**config.mk**
```make
export PLATFORM = sky130hd
export DESIGN_NAME = sha256_stream_hasher
export DESIGN_NICKNAME = d
export VERILOG_FILES = /design/src/sha_pkg.sv /design/src/sha256_stream_hasher.sv
export SDC_FILE = /design/constraint.sdc
export NUM_CORES = 2
export LEC_CHECK = 0
export BUFFER_PORTS_ARGS = -buffer_cell sky130_fd_sc_hd__buf_2
export CORE_MARGIN = 2
export CORE_UTILIZATION = 40
export CTS_CLUSTER_SIZE = 10
export DETAILED_ROUTE_END_ITERATION = 12
export HOLD_SLACK_MARGIN = 0.15
export REMOVE_ABC_BUFFERS = 1
export SYNTH_ARGS = -nofsm -noshare
export SYNTH_HDL_FRONTEND = slang
export SYNTH_SLANG_ARGS = --single-unit
```
**constraint.sdc**
```tcl
create_clock -name clk_i -period 53.1 [get_ports clk_i]
set_clock_uncertainty 0.1 [all_clocks]
set_input_delay 5.31 -clock clk_i [delete_from_list [all_inputs] [get_ports clk_i]]
set_output_delay 5.31 -clock clk_i [all_outputs]
set_load 0.03 [all_outputs]
```
**src/sha_pkg.sv**
```systemverilog
package sha_pkg;

  localparam int unsigned BlockBytes = 64;
  localparam int unsigned LenPos     = 56;
  localparam int unsigned Rounds     = 64;

  typedef struct packed {
    logic [7:0] data_byte;
    logic       has_byte;
    logic       is_last;
  } in_beat_t;

  typedef struct packed {
    logic [31:0] digest_word;
    logic [2:0]  word_index;
    logic        last_word;
  } out_beat_t;

  typedef enum logic [2:0] {
    ST_IDLE,
    ST_PAD,
    ST_ROUND,
    ST_FOLD,
    ST_EMIT
  } state_e;

  typedef logic [31:0] word_t;

  localparam word_t InitHash [8] = '{
    32'h6a09e667, 32'hbb67ae85, 32'h3c6ef372, 32'ha54ff53a,
    32'h510e527f, 32'h9b05688c, 32'h1f83d9ab, 32'h5be0cd19
  };

  localparam word_t RoundK [64] = '{
    32'h428a2f98, 32'h71374491, 32'hb5c0fbcf, 32'he9b5dba5,
    32'h3956c25b, 32'h59f111f1, 32'h923f82a4, 32'hab1c5ed5,
    32'hd807aa98, 32'h12835b01, 32'h243185be, 32'h550c7dc3,
    32'h72be5d74, 32'h80deb1fe, 32'h9bdc06a7, 32'hc19bf174,
    32'he49b69c1, 32'hefbe4786, 32'h0fc19dc6, 32'h240ca1cc,
    32'h2de92c6f, 32'h4a7484aa, 32'h5cb0a9dc, 32'h76f988da,
    32'h983e5152, 32'ha831c66d, 32'hb00327c8, 32'hbf597fc7,
    32'hc6e00bf3, 32'hd5a79147, 32'h06ca6351, 32'h14292967,
    32'h27b70a85, 32'h2e1b2138, 32'h4d2c6dfc, 32'h53380d13,
    32'h650a7354, 32'h766a0abb, 32'h81c2c92e, 32'h92722c85,
    32'ha2bfe8a1, 32'ha81a664b, 32'hc24b8b70, 32'hc76c51a3,
    32'hd192e819, 32'hd6990624, 32'hf40e3585, 32'h106aa070,
    32'h19a4c116, 32'h1e376c08, 32'h2748774c, 32'h34b0bcb5,
    32'h391c0cb3, 32'h4ed8aa4a, 32'h5b9cca4f, 32'h682e6ff3,
    32'h748f82ee, 32'h78a5636f, 32'h84c87814, 32'h8cc70208,
    32'h90befffa, 32'ha4506ceb, 32'hbef9a3f7, 32'hc67178f2
  };

  function automatic word_t rotr(word_t x, int unsigned n);
    rotr = (x >> n) | (x << (32 - n));
  endfunction

endpackage

```
**src/sha256_stream_hasher.sv**
```systemverilog
// Streaming SHA-256: at most one message byte per input beat, eight digest words
// out after the beat marked last. A byte that does not complete a block is taken
// without a stall. A byte that completes a block starts the shared round unit,
// which runs one round per cycle and then a fold step, while in_stall_o is high.
// The last beat pads through the block register one byte a cycle (plus a second
// compression when the length does not fit), then shows the eight digest words,
// one per output beat. Message schedule words live in a 16-word sliding window
// of the block register, so no memory is used.
module sha256_stream_hasher (
  input  logic               clk_i,
  input  logic               rst_ni,
  input  logic               in_valid_i,
  output logic               in_stall_o,
  input  sha_pkg::in_beat_t  in_data_i,
  output logic               out_valid_o,
  input  logic               out_stall_i,
  output sha_pkg::out_beat_t out_data_o
);

  sha_pkg::state_e state_q, state_d;
  logic [511:0] blk_q, blk_d;           // bytes shift in at the low end
  logic [5:0]   fill_q, fill_d;
  logic [63:0]  len_q, len_d;
  logic [5:0]   rnd_q, rnd_d;
  logic [2:0]   widx_q, widx_d;
  logic         fin_q, fin_d;           // padding in progress
  logic [63:0]  plen_q, plen_d;         // length captured at last beat
  logic         p80_q, p80_d;           // 0x80 marker still pending
  logic         lenok_q, lenok_d;       // current block carries the length
  logic         pad_done_q, pad_done_d; // block being compressed is the final one
  sha_pkg::word_t h_q [8], h_d [8];
  sha_pkg::word_t v_q [8], v_d [8];     // a..h

  logic         in_acc;
  logic [7:0]   pad_byte;
  logic [5:0]   lsel;
  sha_pkg::word_t w_cur, w_new, s0, s1, t1, t2;

  assign in_acc = in_valid_i && !in_stall_o;

  // schedule: window head is W[t]; new word W[t+16]
  always_comb begin
    w_cur = blk_q[511:480];
    s0 = sha_pkg::rotr(blk_q[479:448], 7) ^ sha_pkg::rotr(blk_q[479:448], 18)
       ^ (blk_q[479:448] >> 3);
    s1 = sha_pkg::rotr(blk_q[63:32], 17) ^ sha_pkg::rotr(blk_q[63:32], 19)
       ^ (blk_q[63:32] >> 10);
    w_new = w_cur + s0 + blk_q[223:192] + s1;
    t1 = v_q[7] + (sha_pkg::rotr(v_q[4], 6) ^ sha_pkg::rotr(v_q[4], 11)
       ^ sha_pkg::rotr(v_q[4], 25)) + ((v_q[4] & v_q[5]) ^ (~v_q[4] & v_q[6]))
       + sha_pkg::RoundK[rnd_q] + w_cur;
    t2 = (sha_pkg::rotr(v_q[0], 2) ^ sha_pkg::rotr(v_q[0], 13)
       ^ sha_pkg::rotr(v_q[0], 22))
       + ((v_q[0] & v_q[1]) ^ (v_q[0] & v_q[2]) ^ (v_q[1] & v_q[2]));
  end

  // padding byte for the current fill position; length goes big-endian
  assign lsel = {3'd7 - fill_q[2:0], 3'b000};

  always_comb begin
    if (p80_q) pad_byte = 8'h80;
    else if (lenok_q && fill_q >= 6'(sha_pkg::LenPos)) pad_byte = plen_q[lsel +: 8];
    else pad_byte = 8'h00;
  end

  // sequencer
  always_comb begin
    state_d = state_q; blk_d = blk_q; fill_d = fill_q; len_d = len_q;
    rnd_d = rnd_q; widx_d = widx_q; fin_d = fin_q; plen_d = plen_q;
    p80_d = p80_q; lenok_d = lenok_q; pad_done_d = pad_done_q;
    h_d = h_q; v_d = v_q;
    in_stall_o = 1'b1;
    out_valid_o = 1'b0;
    case (state_q)
      sha_pkg::ST_IDLE: begin
        in_stall_o = 1'b0;
        if (in_acc) begin
          if (in_data_i.has_byte) begin
            blk_d = {blk_q[503:0], in_data_i.data_byte};
            fill_d = fill_q + 6'd1;
            len_d = len_q + 64'd8;
          end
          if (in_data_i.is_last) begin
            fin_d = 1'b1; p80_d = 1'b1;
            plen_d = in_data_i.has_byte ? len_q + 64'd8 : len_q;
          end
          if (in_data_i.has_byte && fill_q == 6'd63) begin
            state_d = sha_pkg::ST_ROUND; rnd_d = '0; v_d = h_q;
          end else if (in_data_i.is_last) state_d = sha_pkg::ST_PAD;
        end
      end
      sha_pkg::ST_PAD: begin
        blk_d = {blk_q[503:0], pad_byte};
        fill_d = fill_q + 6'd1;
        p80_d = 1'b0;
        // marker before the length field: length fits in this block
        if (p80_q && fill_q < 6'(sha_pkg::LenPos)) lenok_d = 1'b1;
        if (fill_q == 6'd63) begin
          state_d = sha_pkg::ST_ROUND; rnd_d = '0; v_d = h_q;
          if (lenok_q) begin
            fin_d = 1'b0; lenok_d = 1'b0; pad_done_d = 1'b1;
          end else begin
            lenok_d = 1'b1;
          end
        end
      end
      sha_pkg::ST_ROUND: begin
        v_d[7] = v_q[6]; v_d[6] = v_q[5]; v_d[5] = v_q[4];
        v_d[4] = v_q[3] + t1;
        v_d[3] = v_q[2]; v_d[2] = v_q[1]; v_d[1] = v_q[0];
        v_d[0] = t1 + t2;
        blk_d = {blk_q[479:0], w_new};
        rnd_d = rnd_q + 6'd1;
        if (rnd_q == 6'(sha_pkg::Rounds - 1)) state_d = sha_pkg::ST_FOLD;
      end
      sha_pkg::ST_FOLD: begin
        for (int i = 0; i < 8; i++) h_d[i] = h_q[i] + v_q[i];
        pad_done_d = 1'b0;
        if (fin_q) state_d = sha_pkg::ST_PAD;
        else if (pad_done_q) state_d = sha_pkg::ST_EMIT;
        else state_d = sha_pkg::ST_IDLE;
      end
      sha_pkg::ST_EMIT: begin
        out_valid_o = 1'b1;
        if (!out_stall_i) begin
          widx_d = widx_q + 3'd1;
          if (widx_q == 3'd7) begin
            state_d = sha_pkg::ST_IDLE;
            for (int i = 0; i < 8; i++) h_d[i] = sha_pkg::InitHash[i];
            fill_d = '0; len_d = '0; widx_d = '0;
          end
        end
      end
      default: state_d = sha_pkg::ST_IDLE;
    endcase
  end

  assign out_data_o.digest_word = h_q[widx_q];
  assign out_data_o.word_index  = widx_q;
  assign out_data_o.last_word   = (widx_q == 3'd7);

  always_ff @(posedge clk_i or negedge rst_ni) begin
    if (!rst_ni) begin
      state_q <= sha_pkg::ST_IDLE;
      fill_q <= '0; len_q <= '0; rnd_q <= '0; widx_q <= '0;
      fin_q <= 1'b0; p80_q <= 1'b0; lenok_q <= 1'b0; pad_done_q <= 1'b0;
      for (int i = 0; i < 8; i++) h_q[i] <= sha_pkg::InitHash[i];
    end else begin
      state_q <= state_d;
      fill_q <= fill_d; len_q <= len_d; rnd_q <= rnd_d; widx_q <= widx_d;
      fin_q <= fin_d; p80_q <= p80_d; lenok_q <= lenok_d; pad_done_q <= pad_done_d;
      h_q <= h_d;
    end
  end

  always_ff @(posedge clk_i) begin
    blk_q <= blk_d; plen_q <= plen_d; v_q <= v_d;
  end

`ifndef SYNTHESIS
  a_no_out_idle: assert property (@(posedge clk_i) disable iff (!rst_ni)
    out_valid_o |-> in_stall_o) else $error("input taken during digest output");
  a_emit_hold: assert property (@(posedge clk_i) disable iff (!rst_ni)
    out_valid_o && out_stall_i |=> out_valid_o && $stable(widx_q))
    else $error("digest beat dropped");
  a_round_busy: assert property (@(posedge clk_i) disable iff (!rst_ni)
    state_q == sha_pkg::ST_ROUND |-> in_stall_o) else $error("busy not stalled");
  a_emit_clean: assert property (@(posedge clk_i) disable iff (!rst_ni)
    out_valid_o |-> fill_q == 6'd0) else $error("emit with partial block");
`endif

endmodule
```
* Word level (Yosys, flattened, before mapping)
Memory sizes are Yosys's and may differ from the RTL's. Cells that the tools add are included.
Operators by class: bitwise gates (word level) 30, reductions and logical operators 24, $add $sub $neg 23, shift-type cells 1, equality and inequality tests 17, mux-type cells 56, magnitude comparators 4
Operators with widths (count):
- $pmux W512 S3 | 1
- $mux W256 | 5
- $mux W512 | 2
- $pmux W256 S3 | 1
- $add A32 B32 Y32 | 18
- $pmux W256 S2 | 1
- $xor A32 B32 Y32 | 9
- $mux W64 | 4
- $and A32 B32 Y32 | 5
- $mux W32 | 4
- $pmux W64 S2 | 1
- $bmux W32 S3 | 1
- $add A64 B4 Y64 const B | 1
- $shiftx A64 B7 Y8 | 1
- $mux W6 | 7
- $pmux W6 S3 | 2
- $not A32 Y32 | 1
- $or A10 B32 Y32 | 1
- $or A13 B32 Y32 | 1
- $or A14 B32 Y32 | 1
- $or A15 B32 Y32 | 1
- $or A19 B32 Y32 | 1
- $or A21 B32 Y32 | 1
- $or A25 B32 Y32 | 1
- 36 further kinds | 84
Storage, ports and cells: memories kept 1, word-level logic and storage cells 183, memory bits (read-only) 2048, register bits 1174, input bits 14, output and inout port bits 38
Memories:
- (name not given) | depth 64, width 32, read ports 1, clocked after Yosys merged registers in 0, write ports 0, line sha256_stream_hasher.sv:51 | + sha_pkg::RoundK[rnd_q] + w_cur;

* Logic depth before layout (Yosys ltp)
depth in word-level cells 9, mapped depth 35, mapped depth without buffers 35

* Worst setup path after synthesis
No wires, ideal clock.
path type input -> register, start point input in_data_i[1] (netlist name), end point register blk_q[0] (enable), path buffers 1, library setup time 2.173 ns, stages on the path 3, slack 8.536 ns, required time 50.827 ns, arrival time 42.291 ns, cell sequence buf_2 > nand2_1 > a21boi_0
Between the ends: word-level cells in the longest chain between the ends 2
Ends and longest elaborated chain:
- from (decl) | line sha256_stream_hasher.sv:14 | input sha_pkg::in_beat_t in_data_i,
- $ne A2 B2 Y1 (no source line)
- $reduce_and A3 Y1 (no source line)
- to (signal assigned) | line sha256_stream_hasher.sv:157 | blk_q <= blk_d; plen_q <= plen_d; v_q <= v_d;
- to (decl) | line sha256_stream_hasher.sv:21 | logic [511:0] blk_q, blk_d;
No other way between the ends. A chain may end at the register's enable or synchronous reset.

==> results.py <==
metrics = {
    "critical_path": {
        "worst-setup-path-type": "register to register",
        "cp_data_arrival_time_ps": 10600,
        "critPathCaptureType": "register",
        "critPathLaunchType": "register",
        "crit_path_top_delay_cell": "ha_1",
        "cpMostUsedCell": "inv_1",
        "ff2ff_path_depth": 29,
        "reg2reg_from": "rnd_q[0]",
        "r2r_end": "v_q[255]",
        "r2r_setup_slack_ps": 43060,
        "required_ps": 53650,
        "critPathMaxStageDelay_ps": 850,
        "cp_max_fo": 16,
    },
    "clock_network": {
        "clk_path_buf_depth": 3,
        "cts_setup_buffers": 0,
        "cts_root_buffer": "clkbuf_16",
        "clk_pin_slew_worst_paths_ps": 60,
        "postCtsResizedCells": 0,
        "clk_latency_ps": 820,
        "cts_tree": "yes",
        "htreeDepth": 4,
        "clock-sinks": 1168,
        "cts_hold_buf": 0,
        "cts_buffers": 147,
    },
    "min_path": {
        "hold_start": "blk_q[67]",
        "hp-class": "register to register",
        "hold_end": "blk_q[99]",
        "holdPathStages": 2,
    },
    "sta": {
        "postLayoutSetupSlackWorst_ps": 43060,
        "slew_headroom_pct": 20.6,
        "worstMarginPinSlew_ps": 1180,
        "tns_ps": 0,
        "finalSetupViolCount": 0,
        "finalCriticalPeriod_ps": 10040,
        "clock.fmax_mhz": 99.6,
        "finalMaxSlewViolations": 0,
        "rsz0062_at_grt": "no",
        "period_share_pct": 18.9,
        "hold_viol_final": 0,
    },
    "yosys": {
        "netlist_instances": 8627,
        "synth_edf_count": 829,
        "yosysWarnings": 0,
        "syn_avg_cell_area_um2": 9.21,
        "synth_area_leaders": "edfxtp_1 31%, nand2_1 11%, dfrtp_1 6.4%",
        "yosysSeqAreaShare_pct": 42.2,
        "synth_top_area_share_pct": 31.3,
        "synth_flop_cell": "edfxtp_1",
        "synth_top_area_cell": "edfxtp_1",
        "synth_cell_types": 95,
        "syn-cell-area_um2": 79400,
        "ys_seq_elements": 1168,
        "ys_async_sr_fraction_pct": 29.0,
    },
    "route": {
        "drc": 0,
        "antenna_left": 0,
        "wl_per_cell_um": 22.7,
        "detail_route.iter0.violations": 6532,
        "drt_pass1_iterations": 6,
        "vias": 62900,
        "viasPerCell": 5.62,
        "totalWireLength_mm": 254,
    },
    "global_route": {
        "antenna_found_initial": 10,
        "grt_usage_pct": 24.7,
        "grt_pass1_vias": 61300,
        "grt_pass1_wl_mm": 384,
        "grt_max_degree": 220,
        "gr-total-overflow": 0,
    },
    "finish": {
        "nets": 9052,
        "final_cell_mix": "2297 x nand2_1, 829 x edfxtp_1, 599 x o21ai_0",
        "areaGrowthSynthToFinish_pct": 9.03,
        "drive_above_1_share_pct": 7.89,
        "final_common_cell": "nand2_1",
        "nFillCells": 19200,
        "final_core_util_pct": 43.9,
        "register_area_um2": 33600,
        "multiInputGateArea_um2": 42300,
    },
    "floorplanning": {
        "start_util_pct": 40.2,
        "die_x_um": 450,
        "core_um2": 197000,
        "die_y_um": 450,
        "dieArea_um2": 202000,
        "fp-row-count": 163,
        "ios": 52,
    },
    "place": {
        "gp_congestion": 0.965,
        "portBuffers": 51,
        "place_ws_ps": 43250,
        "dp_hpwl_mm": 184,
    },
    "run": {
        "max-cap-violations": 0,
    },
    "outcome": {
        "status": "complete, no violations",
    },
}
## registers in the layout (all words and copies together) (netlist names)
register,count
rnd_q,6
plen_q,61
len_q,61
fill_q,6
blk_q,512
v_q,256
fin_q,1
lenok_q,1
pad_done_q,1
h_q,256
state_q,3
widx_q,3
p80_q,1
## worst max path at each step
stage	start	endpoint	cells after the start	slack (ps)
floorplan	in_valid_i	blk_q[0]	2	8760
global placement	rnd_q[0]	v_q[255]	30	43330
detailed placement	rnd_q[0]	v_q[255]	30	43250
CTS	rnd_q[0]	v_q[255]	30	43210
global route	rnd_q[0]	v_q[255]	31	42540
finish	rnd_q[0]	v_q[255]	29	43060
## metrics by stage
stage	cell area (um2)	std cells	hold slack [ps]
2_1_floorplan	77700	8165	363
3_3_place_gp	82000	10900	409
3_5_place_dp	82000	10900	410
4_1_cts	86600	11200	419
5_1_grt	86600	11200	438
6_report	86600	11200	421
## critical path, delay by kind of cell, from the launching register on
family	cells	cell delay [ps]
AO/OA/AOI/OAI	12	3400
XOR/XNOR	2	520
adder cells (fa/ha/maj)	5	2560
buffers and inverters	4	630
flip-flops	1	690
multiplexers	1	560
AND/OR/NAND/NOR	5	1420
## cell usage after synthesis (41+ instances only)
master / number
buf_1: 41
mux4_2: 84
a211oi_1: 66
and3_1: 46
xor2_1: 272
o31ai_1: 69
inv_1: 519
dfstp_2: 136
nand2b_1: 57
nor3_1: 116
xnor2_1: 343
a31oi_1: 50
a21o_1: 185
o21bai_1: 55
edfxtp_1: 829
nor2_1: 349
o21ai_0: 600
a21oi_1: 415
ha_1: 399
clkbuf_1: 417
mux2_2: 66
dfrtp_1: 203
fa_1: 197
nand3_1: 162
nand2_1: 2299
o21a_1: 65
## per-layer routing
| metal | share of wire [%] | wire (um) | global-route usage [%] | vias to the layer above |
|---|---|---|---|---|
| met5 | 0.0047 | 12 | 0 | - |
| met2 | 45 | 115000 | 39.1 | 2093 |
| li1 | - | - | - | 29400 |
| met1 | 44 | 111000 | 33.7 | 30900 |
| met3 | 6.2 | 15800 | 3.68 | 435 |
| met4 | 4.5 | 11600 | 10.5 | 2 |
## cells by family after synthesis
| kind of cell | after synthesis | share of synthesized area (%) |
|---|---|---|
| AND/OR/NAND/NOR | 3282 | 17.3 |
| flip-flops | 1168 | 42.2 |
| buffers and inverters | 983 | 4.65 |
| AO/OA/AOI/OAI | 1802 | 14.0 |
| XOR/XNOR | 617 | 6.84 |
| adder cells (fa/ha/maj) | 599 | 11.3 |
| multiplexers | 176 | 3.65 |
## layout make-up
class / count / area share (%)
antenna: 1 / 0.00289
clock buffer: 212 / 4.66
clock inverter: 42 / 0.624
inverter: 521 / 2.27
multi-input combinational: 6476 / 48.8
sequential: 1168 / 38.8
tap: 2640 / 3.81
timing repair buffer: 128 / 1.07
Power is not shown: default switching activity piles up to over one toggle a cycle in this logic, so the estimate is an artifact.
